<file path="src/bbt_pkg.sv">
// Shared types and constants of the block buffer tag table.
package bbt_pkg;

    localparam int OP_W    = 2;
    localparam int BLK_W   = 16;
    localparam int ST_W    = 2;
    localparam int SLOT_W  = 5;
    localparam int WB_W    = 13;
    localparam int AGE_W   = 6;
    localparam int IN_W    = 24;
    localparam int OUT_W   = 32;
    localparam int OUT_PAD = OUT_W - (ST_W + SLOT_W + 1 + WB_W + SLOT_W);

    localparam logic [AGE_W-1:0] AGE_MAX = '1;

    localparam logic [OP_W-1:0] OP_LOOKUP = 2'd0;
    localparam logic [OP_W-1:0] OP_ALLOC  = 2'd1;
    localparam logic [OP_W-1:0] OP_DIRTY  = 2'd2;
    localparam logic [OP_W-1:0] OP_NOP    = 2'd3;

    localparam logic [ST_W-1:0] ST_OK    = 2'd0;
    localparam logic [ST_W-1:0] ST_RANGE = 2'd1;
    localparam logic [ST_W-1:0] ST_MISS  = 2'd2;

    typedef struct packed {
        logic             hit;
        logic             older;
        logic [AGE_W-1:0] aged;
    } t_cmp;

endpackage

</file>
<file path="src/bbt_ram.sv">
// Tag and stamp memory: one write port, one registered read port.
module bbt_ram #(
    parameter int DEPTH = 32,
    parameter int WIDTH = 19
) (
    input  logic                     i_clk,
    input  logic                     i_we,
    input  logic [$clog2(DEPTH)-1:0] i_waddr,
    input  logic [WIDTH-1:0]         i_wdata,
    input  logic [$clog2(DEPTH)-1:0] i_raddr,
    output logic [WIDTH-1:0]         o_rdata
);

    logic [WIDTH-1:0] r_mem [DEPTH];

    always_ff @(posedge i_clk) begin
        if (i_we) begin
            r_mem[i_waddr] <= i_wdata;
        end
        o_rdata <= r_mem[i_raddr];
    end

endmodule

</file>
<file path="src/bbt_cmp.sv">
// Shared compare unit: tag match, saturating stamp increment and oldest test.
module bbt_cmp #(
    parameter int TAG_W = 13
) (
    input  logic                      i_used,
    input  logic [TAG_W-1:0]          i_tag,
    input  logic [bbt_pkg::AGE_W-1:0] i_age,
    input  logic [TAG_W-1:0]          i_key,
    input  logic [bbt_pkg::AGE_W-1:0] i_best,
    output bbt_pkg::t_cmp             o_res
);
    import bbt_pkg::*;

    logic [AGE_W-1:0] aged;

    always_comb begin
        aged        = (i_age == AGE_MAX) ? i_age : i_age + AGE_W'(1);
        o_res.hit   = i_used && (i_tag == i_key);
        o_res.aged  = aged;
        o_res.older = i_used && (aged > i_best);
    end

endmodule

</file>
<file path="src/block_buffer_tag_table.sv">
// Top level of the block buffer tag table: sequencer, slot flags and result register.
// Lookup and set-dirty raise their result at the end of the slot scan; allocate first goes on through S_VRD and S_VWB.
// Out-of-range block numbers and opcode 3 raise their result at the edge that takes the word.
// One word at a time: the input is ready again in the cycle after the result is taken. The
// scan is set by the single read port of the tag and stamp RAM, scanned one slot per cycle.
// Synchronous active-low reset clears the used and dirty flags at once; no clearing pass.
module block_buffer_tag_table #(
    parameter int SLOTS     = 32,
    parameter int DISK_SIZE = 8192
) (
    input  logic                       i_clk,
    input  logic                       i_rst_n,
    input  logic                       s_axis_tvalid,
    output logic                       s_axis_tready,
    // opcode [1:0], block_num [17:2], zero [23:18]
    input  logic [bbt_pkg::IN_W-1:0]   s_axis_tdata,
    output logic                       m_axis_tvalid,
    input  logic                       m_axis_tready,
    // status [1:0], slot_index [6:2], writeback_valid [7], writeback_block_num [20:8],
    // writeback_slot [25:21], zero [31:26]
    output logic [bbt_pkg::OUT_W-1:0]  m_axis_tdata
);
    import bbt_pkg::*;

    localparam int IDX_W = $clog2(SLOTS);
    localparam int TAG_W = $clog2(DISK_SIZE);
    localparam int ENT_W = TAG_W + AGE_W;
    localparam int LIM_W = BLK_W + 1;
    localparam logic [LIM_W-1:0] DISK_LIM = LIM_W'(DISK_SIZE);
    localparam logic [IDX_W-1:0] LAST     = IDX_W'(SLOTS - 1);

    typedef enum logic [2:0] {S_IDLE, S_SCAN, S_VRD, S_VWB, S_OUT} t_state;

    t_state             r_state;
    logic [OP_W-1:0]    r_op;
    logic [TAG_W-1:0]   r_blk;
    logic [IDX_W-1:0]   r_idx;
    logic               r_issue;
    logic               r_vld;
    logic [IDX_W-1:0]   r_cidx;
    logic               r_found;
    logic [IDX_W-1:0]   r_fidx;
    logic [AGE_W-1:0]   r_best_age;
    logic [IDX_W-1:0]   r_bidx;
    logic [SLOTS-1:0]   r_used;
    logic [SLOTS-1:0]   r_dirty;
    logic               r_tvalid;
    logic [ST_W-1:0]    r_status;
    logic [SLOT_W-1:0]  r_slot;
    logic               r_wbv;
    logic [WB_W-1:0]    r_wbblk;
    logic [SLOT_W-1:0]  r_wbslot;

    logic [OP_W-1:0]    in_op;
    logic [BLK_W-1:0]   in_blk;
    logic [IDX_W-1:0]   victim;
    logic [IDX_W-1:0]   idx_now;
    logic               hit_now;
    logic               we;
    logic [IDX_W-1:0]   waddr;
    logic [ENT_W-1:0]   wdata;
    logic [IDX_W-1:0]   raddr;
    logic [ENT_W-1:0]   rdata;
    logic [TAG_W-1:0]   q_tag;
    logic [AGE_W-1:0]   q_age;
    t_cmp               cmp;

    assign in_op   = s_axis_tdata[OP_W-1:0];
    assign in_blk  = s_axis_tdata[OP_W+BLK_W-1:OP_W];
    assign victim  = r_found ? r_fidx : r_bidx;
    assign hit_now = r_found || cmp.hit;
    assign idx_now = r_found ? r_fidx : r_cidx;
    assign q_tag   = rdata[ENT_W-1:AGE_W];
    assign q_age   = rdata[AGE_W-1:0];
    assign raddr   = (r_state == S_VRD) ? victim : r_idx;

    always_comb begin
        we    = 1'b0;
        waddr = r_cidx;
        wdata = {q_tag, cmp.aged};
        if (r_state == S_VWB) begin
            we    = 1'b1;
            waddr = victim;
            wdata = {r_blk, {AGE_W{1'b0}}};
        end else if (r_state == S_SCAN && r_vld && r_op == OP_ALLOC && r_used[r_cidx]) begin
            we = 1'b1;
        end
    end

    bbt_ram #(
        .DEPTH (SLOTS),
        .WIDTH (ENT_W)
    ) u_ram (
        .i_clk   (i_clk),
        .i_we    (we),
        .i_waddr (waddr),
        .i_wdata (wdata),
        .i_raddr (raddr),
        .o_rdata (rdata)
    );

    bbt_cmp #(
        .TAG_W (TAG_W)
    ) u_cmp (
        .i_used (r_used[r_cidx]),
        .i_tag  (q_tag),
        .i_age  (q_age),
        .i_key  (r_blk),
        .i_best (r_best_age),
        .o_res  (cmp)
    );

    always_ff @(posedge i_clk) begin
        if (!i_rst_n) begin
            r_state  <= S_IDLE;
            r_used   <= '0;
            r_dirty  <= '0;
            r_tvalid <= 1'b0;
            r_issue  <= 1'b0;
            r_vld    <= 1'b0;
        end else begin
            unique case (r_state)
                S_IDLE: begin
                    if (s_axis_tvalid) begin
                        r_op       <= in_op;
                        r_blk      <= in_blk[TAG_W-1:0];
                        r_slot     <= '0;
                        r_wbv      <= 1'b0;
                        r_wbblk    <= '0;
                        r_wbslot   <= '0;
                        r_found    <= 1'b0;
                        r_fidx     <= '0;
                        r_best_age <= '0;
                        r_bidx     <= '0;
                        r_idx      <= '0;
                        r_status   <= ST_OK;
                        if (in_op == OP_NOP) begin
                            r_tvalid <= 1'b1;
                            r_state  <= S_OUT;
                        end else if ({1'b0, in_blk} >= DISK_LIM) begin
                            r_status <= ST_RANGE;
                            r_tvalid <= 1'b1;
                            r_state  <= S_OUT;
                        end else begin
                            r_issue <= 1'b1;
                            r_state <= S_SCAN;
                        end
                    end
                end
                S_SCAN: begin
                    r_vld  <= r_issue;
                    r_cidx <= r_idx;
                    if (r_issue) begin
                        r_idx <= r_idx + IDX_W'(1);
                        if (r_idx == LAST) begin
                            r_issue <= 1'b0;
                        end
                    end
                    if (r_vld) begin
                        if (r_op == OP_ALLOC) begin
                            if (!r_used[r_cidx] && !r_found) begin
                                r_found <= 1'b1;
                                r_fidx  <= r_cidx;
                            end
                            if (cmp.older) begin
                                r_best_age <= cmp.aged;
                                r_bidx     <= r_cidx;
                            end
                            if (r_cidx == LAST) begin
                                r_state <= S_VRD;
                            end
                        end else begin
                            if (cmp.hit && !r_found) begin
                                r_found <= 1'b1;
                                r_fidx  <= r_cidx;
                            end
                            if (r_cidx == LAST) begin
                                r_tvalid <= 1'b1;
                                r_state  <= S_OUT;
                                if (hit_now) begin
                                    r_slot <= SLOT_W'(idx_now);
                                    if (r_op == OP_DIRTY) begin
                                        r_dirty[idx_now] <= 1'b1;
                                    end
                                end else begin
                                    r_status <= ST_MISS;
                                end
                            end
                        end
                    end
                end
                S_VRD: begin
                    r_state <= S_VWB;
                end
                S_VWB: begin
                    if (!r_found && r_dirty[victim]) begin
                        r_wbv    <= 1'b1;
                        r_wbblk  <= WB_W'(q_tag);
                        r_wbslot <= SLOT_W'(victim);
                    end
                    r_used[victim]  <= 1'b1;
                    r_dirty[victim] <= 1'b0;
                    r_slot          <= SLOT_W'(victim);
                    r_tvalid        <= 1'b1;
                    r_state         <= S_OUT;
                end
                S_OUT: begin
                    if (m_axis_tready) begin
                        r_tvalid <= 1'b0;
                        r_state  <= S_IDLE;
                    end
                end
                default: begin
                    r_state <= S_IDLE;
                end
            endcase
        end
    end

    assign s_axis_tready = (r_state == S_IDLE);
    assign m_axis_tvalid = r_tvalid;
    assign m_axis_tdata  = {{OUT_PAD{1'b0}}, r_wbslot, r_wbblk, r_wbv, r_slot, r_status};

endmodule

</file>
<file path="config.mk">
export PLATFORM = sky130hd
export DESIGN_NAME = block_buffer_tag_table
export DESIGN_NICKNAME = d
export VERILOG_FILES = /design/src/bbt_pkg.sv /design/src/bbt_ram.sv /design/src/bbt_cmp.sv /design/src/block_buffer_tag_table.sv
export SDC_FILE = /design/constraint.sdc
export NUM_CORES = 1
export LEC_CHECK = 0
export BUFFER_PORTS_ARGS = -buffer_cell sky130_fd_sc_hd__buf_4
export CAP_MARGIN = 25
export CORE_MARGIN = 2
export CORE_UTILIZATION = 37
export DETAILED_ROUTE_END_ITERATION = 10
export SLEW_MARGIN = 25
export SYNTH_ARGS = -nofsm -noshare
export SYNTH_HDL_FRONTEND = slang
export SYNTH_SLANG_ARGS = --single-unit
</file>
<file path="constraint.sdc">
create_clock -name i_clk -period 3.7 [get_ports i_clk]
set_input_delay 0.555 -clock i_clk [delete_from_list [all_inputs] [get_ports i_clk]]
set_output_delay 0.555 -clock i_clk [all_outputs]
set_load 0.01 [all_outputs]
</file>
== Word level (Yosys, flattened, before mapping) ==
Memories as Yosys holds them, arrays and structs flattened. A register that Yosys moved wholly into a read port is not among the register bits.
Cells that the tools add are included.

* Register bits: 138
* Bits in writable memories: 608
* Memories kept: 1
* Output and inout bits: 34
* Input bits: 28
* Bits in read-only memories: 0
* Bits in latches: 0

* Equal/unequal tests: 28
* Bitwise gates (word level): 4
* Reduce and logical (&&, ||, !) cells: 31
* Add/sub/neg operators: 2
* Shifts and indexed selects: 0
* Muxes and demuxes: 90
* Divide/modulo/power cells: 0
* Magnitude comparators: 7
* $mul: 0

{| class="wikitable"
|+ Memories
! memory !! depth !! bits a word !! rd ports !! clocked after Yosys merged registers in !! write ports !! RTL line !! RTL
|-
| u_ram.r_mem || 32 || 19 || 1 || 1 || 1 || bbt_ram.sv:14 || <nowiki>logic [WIDTH-1:0] r_mem [DEPTH];</nowiki>
|}

{| class="wikitable"
|+ Operator list
! cell !! count
|-
| 32-bit 2-to-1 mux || 5
|-
| 5-bit 2-to-1 mux || 18
|-
| 32-bit bitwise OR || 2
|-
| 32-bit case mux with 2 select lines || 1
|-
| 5-bit case mux with 2 select lines || 4
|-
| 32-bit bitwise AND || 1
|-
| 32-bit NOT || 1
|-
| 6-bit 2-to-1 mux || 5
|-
| 1-bit 2-to-1 mux || 28
|-
| 13-bit 2-to-1 mux || 2
|-
| 13-bit case mux with 2 select lines || 1
|-
| 3-bit 2-to-1 mux || 8
|-
| 7-bit AND reduction || 3
|-
| 2-bit != test, second input constant || 10
|-
| 19-bit 2-to-1 mux || 1
|-
| 5-bit by 6-bit < comparator with 1-bit output, second input constant || 3
|-
| 6-bit AND reduction || 3
|-
| 16-bit by 14-bit greater-or-equal comparator with 1-bit output, second input constant || 1
|-
| 4-bit AND reduction || 4
|-
| 3-bit case mux with 5 select lines || 1
|-
| 5-bit case mux with 3 select lines || 1
|-
| 13-bit == test || 1
|-
| 6-bit case mux with 2 select lines || 1
|-
| 1-bit binary-select mux with 5-bit select || 2
|-
| other kinds (28) || 55
|}

== Depth between registers and ports, before layout ==
Gate-level depths: netlist (run 1).

* Depth after elaboration: 12
* Gate-level depth with buffers: 13
* Gate-level depth less buffers: 13

== Modules after synthesis ==
Synthesis (run 1) repeated with hierarchy kept, for this count alone.

* Cell total of the unflattened synthesis: 2,059
* Area, all modules: 31,352.6 µm²

{| class="wikitable"
|+ Modules (own cells, without submodules)
! module !! cells each !! area each (µm²) !! times used
|-
| bbt_ram || 1,346 || 24,245.8 || 1
|-
| block_buffer_tag_table || 656 || 6,667.6 || 1
|-
| bbt_cmp || 57 || 439.2 || 1
|}

== Worst setup path after synthesis (run 1) ==
Ideal clock, no wire load.

* Kind: flip-flop to flip-flop
* Start: register u_ram.o_rdata[0] (read register of u_ram.r_mem)
* End: register r_best_age[0], enable pin
* Arrival time: 2.719 ns
* Clock period less this slack: 3.102 ns
* Setup slack: 0.598 ns
* Buffers on the path: 0
* Setup time: 0.383 ns
* Stages on the path, launching flop included: 14
* Data required time: 3.317 ns
* Cell sequence: dfxtp_1 > ha_1 > and3_1 > and3_1 > mux2i_1 > inv_1 > ha_1 > nor2b_1 > o21a_1 > o21a_1 > o21a_1 > o21a_1 > o21ai_0 > a21oi_1

{| class="wikitable"
|+ RTL lines
! what !! RTL line !! RTL
|-
| start, declared || bbt_ram.sv:11 || <nowiki>output logic [WIDTH-1:0] o_rdata</nowiki>
|-
| end signal, assigned || block_buffer_tag_table.sv:166 || <nowiki>r_best_age <= cmp.aged;</nowiki>
|-
| end, declared || block_buffer_tag_table.sv:43 || <nowiki>logic [AGE_W-1:0] r_best_age;</nowiki>
|}

==> run metrics, run 1 <==
htree depth 3; Buf/Inv on CP 1; area share of the largest cell type after synthesis 0.657; Final Hold Viols 0; Die Span X a little under 300 µm; Commonest cells post-synth edfxtp_1 (676), nand2_1 (610), nand3_1 (192), nor2_1 (103), dfxtp_1 (89); dominant cell type by area after synthesis edfxtp_1; R2R Path Start u_ram.o_rdata[0]; yosys warns 0; Avg WL per Cell ~23 µm; Tcrit/Tclk final 0.914; ys flop type edfxtp_1; Initial DRC Count roughly 1900; flop-to-flop setup slack approximately 0.32 ns; nets approximately 2600; met1 Use GR 0.260; CTS Sinks 765; CTS tree done; Syn Inst Count roughly 2400; Crit. Startpoint u_ram.o_rdata[0]; WP depth 13; top cells by area, synth edfxtp_1 (66%), nand2_1 (7.4%), dfxtp_1 (5.8%), nand3_1 (3.1%), mux2i_1 (2.1%); first-pass GRT wire length 123000 µm; Critical Path Source Type flop; most frequent cell after synthesis edfxtp_1; WS Path Type reg -> reg; area post-placement around 0.033 mm²; RSZ-0062 raised after global routing no; status complete, no violations; fraction of layout instances using a drive strength above 1 0.151; critical path endpoint category flop; Reg clk slew, reported paths around 0.060 ns; sequential area share after synthesis 0.715; Core Box Area ~0.082 mm²; final wirelength just over 80000 µm; end of the critical path r_best_age[1]; Clock Latency Late Sink 0.63 ns; DPL Wire Length around 51000 µm; Cell Area, Synth 0.0309 mm²; Worst Path Max Fanout 11; Post-CTS Setup Bufs 0; setup violators final 0; PostCTS Resize Cnt 1; die area approximately 0.086 mm²; GRT met3 Usage 0.0228; max-cap violations 0; routing usage on met2 0.324; worst vdd ir approximately 530 µV; Slew Limit Fails 0; Max Fclk about 300 MHz; Post-CTS Hold Buffers 0; Reg2Reg Depth 13; critical path, cell by cell ha_1, and3_1, and3_1, mux2i_1, inv_1, ha_1, nor2b_1, o21a_1, o21a_1, o21a_1, o21a_1, o21ai_0, a21oi_2; EDFF count, synth 676; fraction of registers with async set/reset 0; GRT Util Overall 0.192; # diodes 0; FP Rows approximately 110; CP required about 4 ns; port bufs between 40 and 50; Chip Height around 290 µm; total global routing overflow 0; DRT antenna net count 0; cell class contributing the biggest share of worst-path delay compound AO/OA/AOI/OAI gates; vias in the first global route about 19000; vias per inst between 5 and 6; flops & latches, synth ~770; routability cong. 0.919; Syn Area/Cell between 10 and 15 µm²; maximum buffer depth of the clock tree 3; Worst-Margin Slew around 0.9 ns; Tmin final ~3.4 ns; 1st-pass router iterations 5; Critical Path Max Stage Delay between 0.5 and 0.6 ns; setup_tns 0 ns; largest net degree at the start of global routing 76; Worst R2R End r_best_age[1]; synth-to-layout area growth 16.4%; Distinct cells, synth ~70; CP Data Arrival Time 3.62 ns; antenna violations before repair 1; PD cells ~660 mW/mm²; leakage roughly 0.012 µW; DRC 0; IO Pins just over 60; design area about 0.036 mm²; routed via count approximately 20000; CTS Buf Count between 70 and 80; Tightest Hold Check Type in -> reg; worst-case clock skew ~0.025 ns; slowest CP cell a21oi_2; cell repeated most along the worst path o21a_1; Slew HR 0.397; root buf cell clkbuf_16; Initial Utilization 0.375; most used routing layer met2
[final cells by class]
class                   count  area (µm²)
fillers                  7406       46400
flip-flops and latches    765       22100
well taps                1070        1340
repair buffers            180        1760
inverters                  25        93.8
multi-input cells        1466        8150
clock inverters            31         355
clock buffers             106        2160
[stage by stage]
stage               std cells  utilization  hold WS, ns  worst slack [ns]  power (µW)
finish                   3643        0.436        0.108             0.319       23500
global placement         3506        0.406        0.444             0.100       15800
CTS                      3643        0.436       0.0747             0.315       23700
global route             3643        0.436       0.0897           0.00909       24400
floorplan                2388            -        0.436             0.598       13700
detailed placement       3506        0.406        0.449           0.00759       16000
[flip-flops by register name, summed over array words and instances (netlist names)]
register,cells
r_idx,5
r_state,3
r_wbslot,5
r_slot,5
r_dirty,32
r_wbv,1
r_wbblk,13
r_issue,1
m_axis_tvalid,1
r_fidx,5
r_found,1
u_ram.o_rdata,19
r_op,2
r_vld,1
r_status,2
r_cidx,5
r_bidx,5
r_blk,13
u_ram.r_mem,608
r_used,32
r_best_age,6
[cells in the final DEF, fill, tap and decap left out, drive strengths merged, types with 5 or more instances in the layout]
| cell | synthesis | final |
|---|---|---|
| a22oi | 6 | 6 |
| and2 | 14 | 14 |
| o32ai | 6 | 6 |
| a21oi | 33 | 33 |
| dfxtp | 89 | 89 |
| o21ai | 13 | 13 |
| nor2 | 109 | 109 |
| inv | 25 | 28 |
| a211oi | 25 | 25 |
| and3 | 21 | 21 |
| mux2 | 8 | 8 |
| nand3 | 192 | 192 |
| a31oi | 29 | 29 |
| clkbuf | 41 | 106 |
| a32oi | 46 | 46 |
| ha | 9 | 9 |
| o21a | 36 | 36 |
| nor2b | 7 | 7 |
| mux2i | 67 | 67 |
| xnor2 | 7 | 7 |
| conb | 1 | 6 |
| nand2 | 613 | 613 |
| xor2 | 10 | 10 |
| bufinv | 0 | 6 |
| o22ai | 56 | 56 |
| a21boi | 5 | 5 |
| nor3 | 51 | 51 |
| edfxtp | 676 | 676 |
| buf | 91 | 180 |
| clkinv | 0 | 22 |
| nor4 | 20 | 20 |
| nand2b | 7 | 7 |
| nand4 | 42 | 42 |
[cells by family after synthesis]
logic type,Yosys count,share of synthesized area
simple gates,1090,0.159
flops,765,0.715
compound gates,269,0.0650
buf+inv,157,0.0262
mux,75,0.0255
xor+xnor,17,0.00482
fa+ha+maj,9,0.00365
other cells,1,0.000121
[power breakdown]
part | internal, µW | leakage [µW] | switching (µW) | total [µW]
sequential | 10900 | 0.00684 | 287 | 11200
clock | 4530 | 0.00122 | 3210 | 7740
combinational | 1280 | 0.00417 | 3370 | 4650
[per-layer routing]
metal | part of all wire | wire [µm] | vias to the layer above
met5 | 0 | 0 | -
met2 | 0.49 | 40700 | 692
met3 | 0.058 | 4860 | 127
met4 | 0.024 | 1990 | 0
met1 | 0.43 | 35700 | 9910
li1 | - | - | 9043
[how the worst min path moves through the flow]
stage                                 from  slack (ns)  depth (start not counted)    endpoint
after CTS                 s_axis_tdata[14]        0.07                          1   r_blk[12]
after global routing       s_axis_tdata[8]        0.09                          1    r_blk[6]
after floorplan                 r_dirty[0]        0.44                          2  r_dirty[0]
final                     s_axis_tdata[14]        0.11                          1   r_blk[12]
after global placement          r_dirty[2]        0.44                          2  r_dirty[2]
after detailed placement        r_dirty[1]        0.45                          2  r_dirty[1]
Power figures use the tool's default switching activity.
==> inputs of run 2 (changes only) <==
--- a/config.mk
+++ b/config.mk
@@ -8,8 +8,9 @@
 export BUFFER_PORTS_ARGS = -buffer_cell sky130_fd_sc_hd__buf_4
 export CAP_MARGIN = 25
 export CORE_MARGIN = 2
-export CORE_UTILIZATION = 37
+export CORE_UTILIZATION = 30
 export DETAILED_ROUTE_END_ITERATION = 10
+export SETUP_SLACK_MARGIN = 0.3
 export SLEW_MARGIN = 25
 export SYNTH_ARGS = -nofsm -noshare
 export SYNTH_HDL_FRONTEND = slang
==> run metrics, run 2 (synthesis gave the netlist of run 1 again) <==
Worst Path Max Fanout 18; Slew Limit Fails 0; nets around 2500; Avg WL per Cell roughly 20 µm; GRT Util Overall 0.148; Clock Latency Late Sink 0.63 ns; Initial Utilization 0.303; CP Data Arrival Time around 3.7 ns; PD cells around 640 mW/mm²; Tmin final around 3.2 ns; vias per inst roughly 5.0; total global routing overflow 0; Max Fclk ~310 MHz; commonest non-fill, non-tap cell in the layout edfxtp_1; Final Hold Viols 0; Initial DRC Count between 2000 and 2500; 1st-pass router iterations 7; CP required between 4 and 5 ns; root buf cell clkbuf_16; IO Pins 62; DRT antenna net count 0; Post-CTS Setup Bufs 0; CTS Sinks about 770; Reg2Reg Depth 9; status complete, no violations; hold depth 1; flop-to-flop setup slack 0.50 ns; DRC 0; FP Rows approximately 120; max reg flops between 600 and 700; vias in the first global route ~18000; synth-to-layout area growth 17.1%; RSZ-0062 raised after global routing no; Top Registers u_ram.r_mem x608, r_dirty x32, r_used x32; fraction of layout instances using a drive strength above 1 0.153; Die Span X between 300 and 400 µm; post-route non-filler standard cell count 3938; routability cong. between 0.8 and 0.9; pre-CTS setup slack 0.364 ns; setup_tns 0 ns; port bufs a little under 50; worst vdd ir between 400 and 500 µV; maximum buffer depth of the clock tree 3; final wirelength 80600 µm; htree depth 3; design area about 0.036 mm²; Critical Path Source Type flop; PnR worst setup slack 0.498 ns; first-pass GRT wire length between 100000 and 150000 µm; Tcrit/Tclk final 0.865; setup violators final 0; worst-case clock skew 0.0198 ns; DPL Wire Length 48200 µm; CTS tree done; Core Box Area about 0.10 mm²; Tightest Hold Check Type in -> reg; Chip Height ~320 µm; leakage 0.0122 µW; largest net degree at the start of global routing about 70; most frequent cells in the layout edfxtp_1 (676), nand2_1 (610), nand3_1 (192); Biggest register u_ram.r_mem; Worst-Margin Slew 0.889 ns; Slew HR 0.407; area post-placement roughly 0.034 mm²; WS Path Type reg -> reg; die area approximately 0.11 mm²; dpl cells 3798; CTS Buf Count 77; max-cap violations 0; antenna violations before repair 0; Reg clk slew, reported paths 0.06 ns; routed via count just under 20000; critical path endpoint category flop
run 2: cell type report:
cell class	instances	area, µm²
Fill cell	9827	65700
Sequential cell	765	22100
Multi-Input combinational cell	1466	8160
Clock buffer	103	2110
Tap cell	1368	1710
Timing Repair Buffer	174	1630
Clock inverter	36	370
Inverter	25	93.8
Antenna cell	1	2.50
run 2: what timing repair did:
action,CTS,global route
setup endpoints to repair,0,11
hold buffers,0,0
gates resized for setup,0,2
run 2: per-layer routing:
metal / track usage / routed length, µm / vias up
li1: - / - / 9043
met1: 0.208 / 35500 / 9748
met2: 0.240 / 37800 / 688
met3: 0.0200 / 5530 / 127
met4: 0.0428 / 1770 / 0
met5: 0 / 0 / -
run 2: worst paths after layout:
check	from	to
worst max-delay path	r_found	u_ram.o_rdata[0]
worst min-delay path	s_axis_tdata[13]	r_blk[11]
worst max register to register	r_found	u_ram.o_rdata[0]
worst min register to register	r_dirty[10]	r_dirty[10]
run 2: report_power, final:
part	internal, µW	switching (µW)	total [µW]
Sequential	10900	338	11200
Clock	4380	3270	7650
Combinational	1270	3170	4440
run 2: critical path, stage by stage, from the launching register on:
cell	delay [ns]
edfxtp_1	0.57
buf_4	0.25
mux2i_1	0.46
buf_4	0.28
a21o_1	0.22
nor2_1	0.07
buf_4	0.24
a32oi_1	0.28
nand4_1	0.38
nor4_2	0.31
run 2: per-stage QoR:
step           hold WS [ns]  utilization  total power, µW
2_1_floorplan         0.436            -            13700
3_3_place_gp          0.444        0.330            15700
3_5_place_dp          0.449        0.330            15800
4_1_cts              0.0724        0.355            23400
5_1_grt              0.0816        0.355            24200
6_report              0.102        0.355            23300
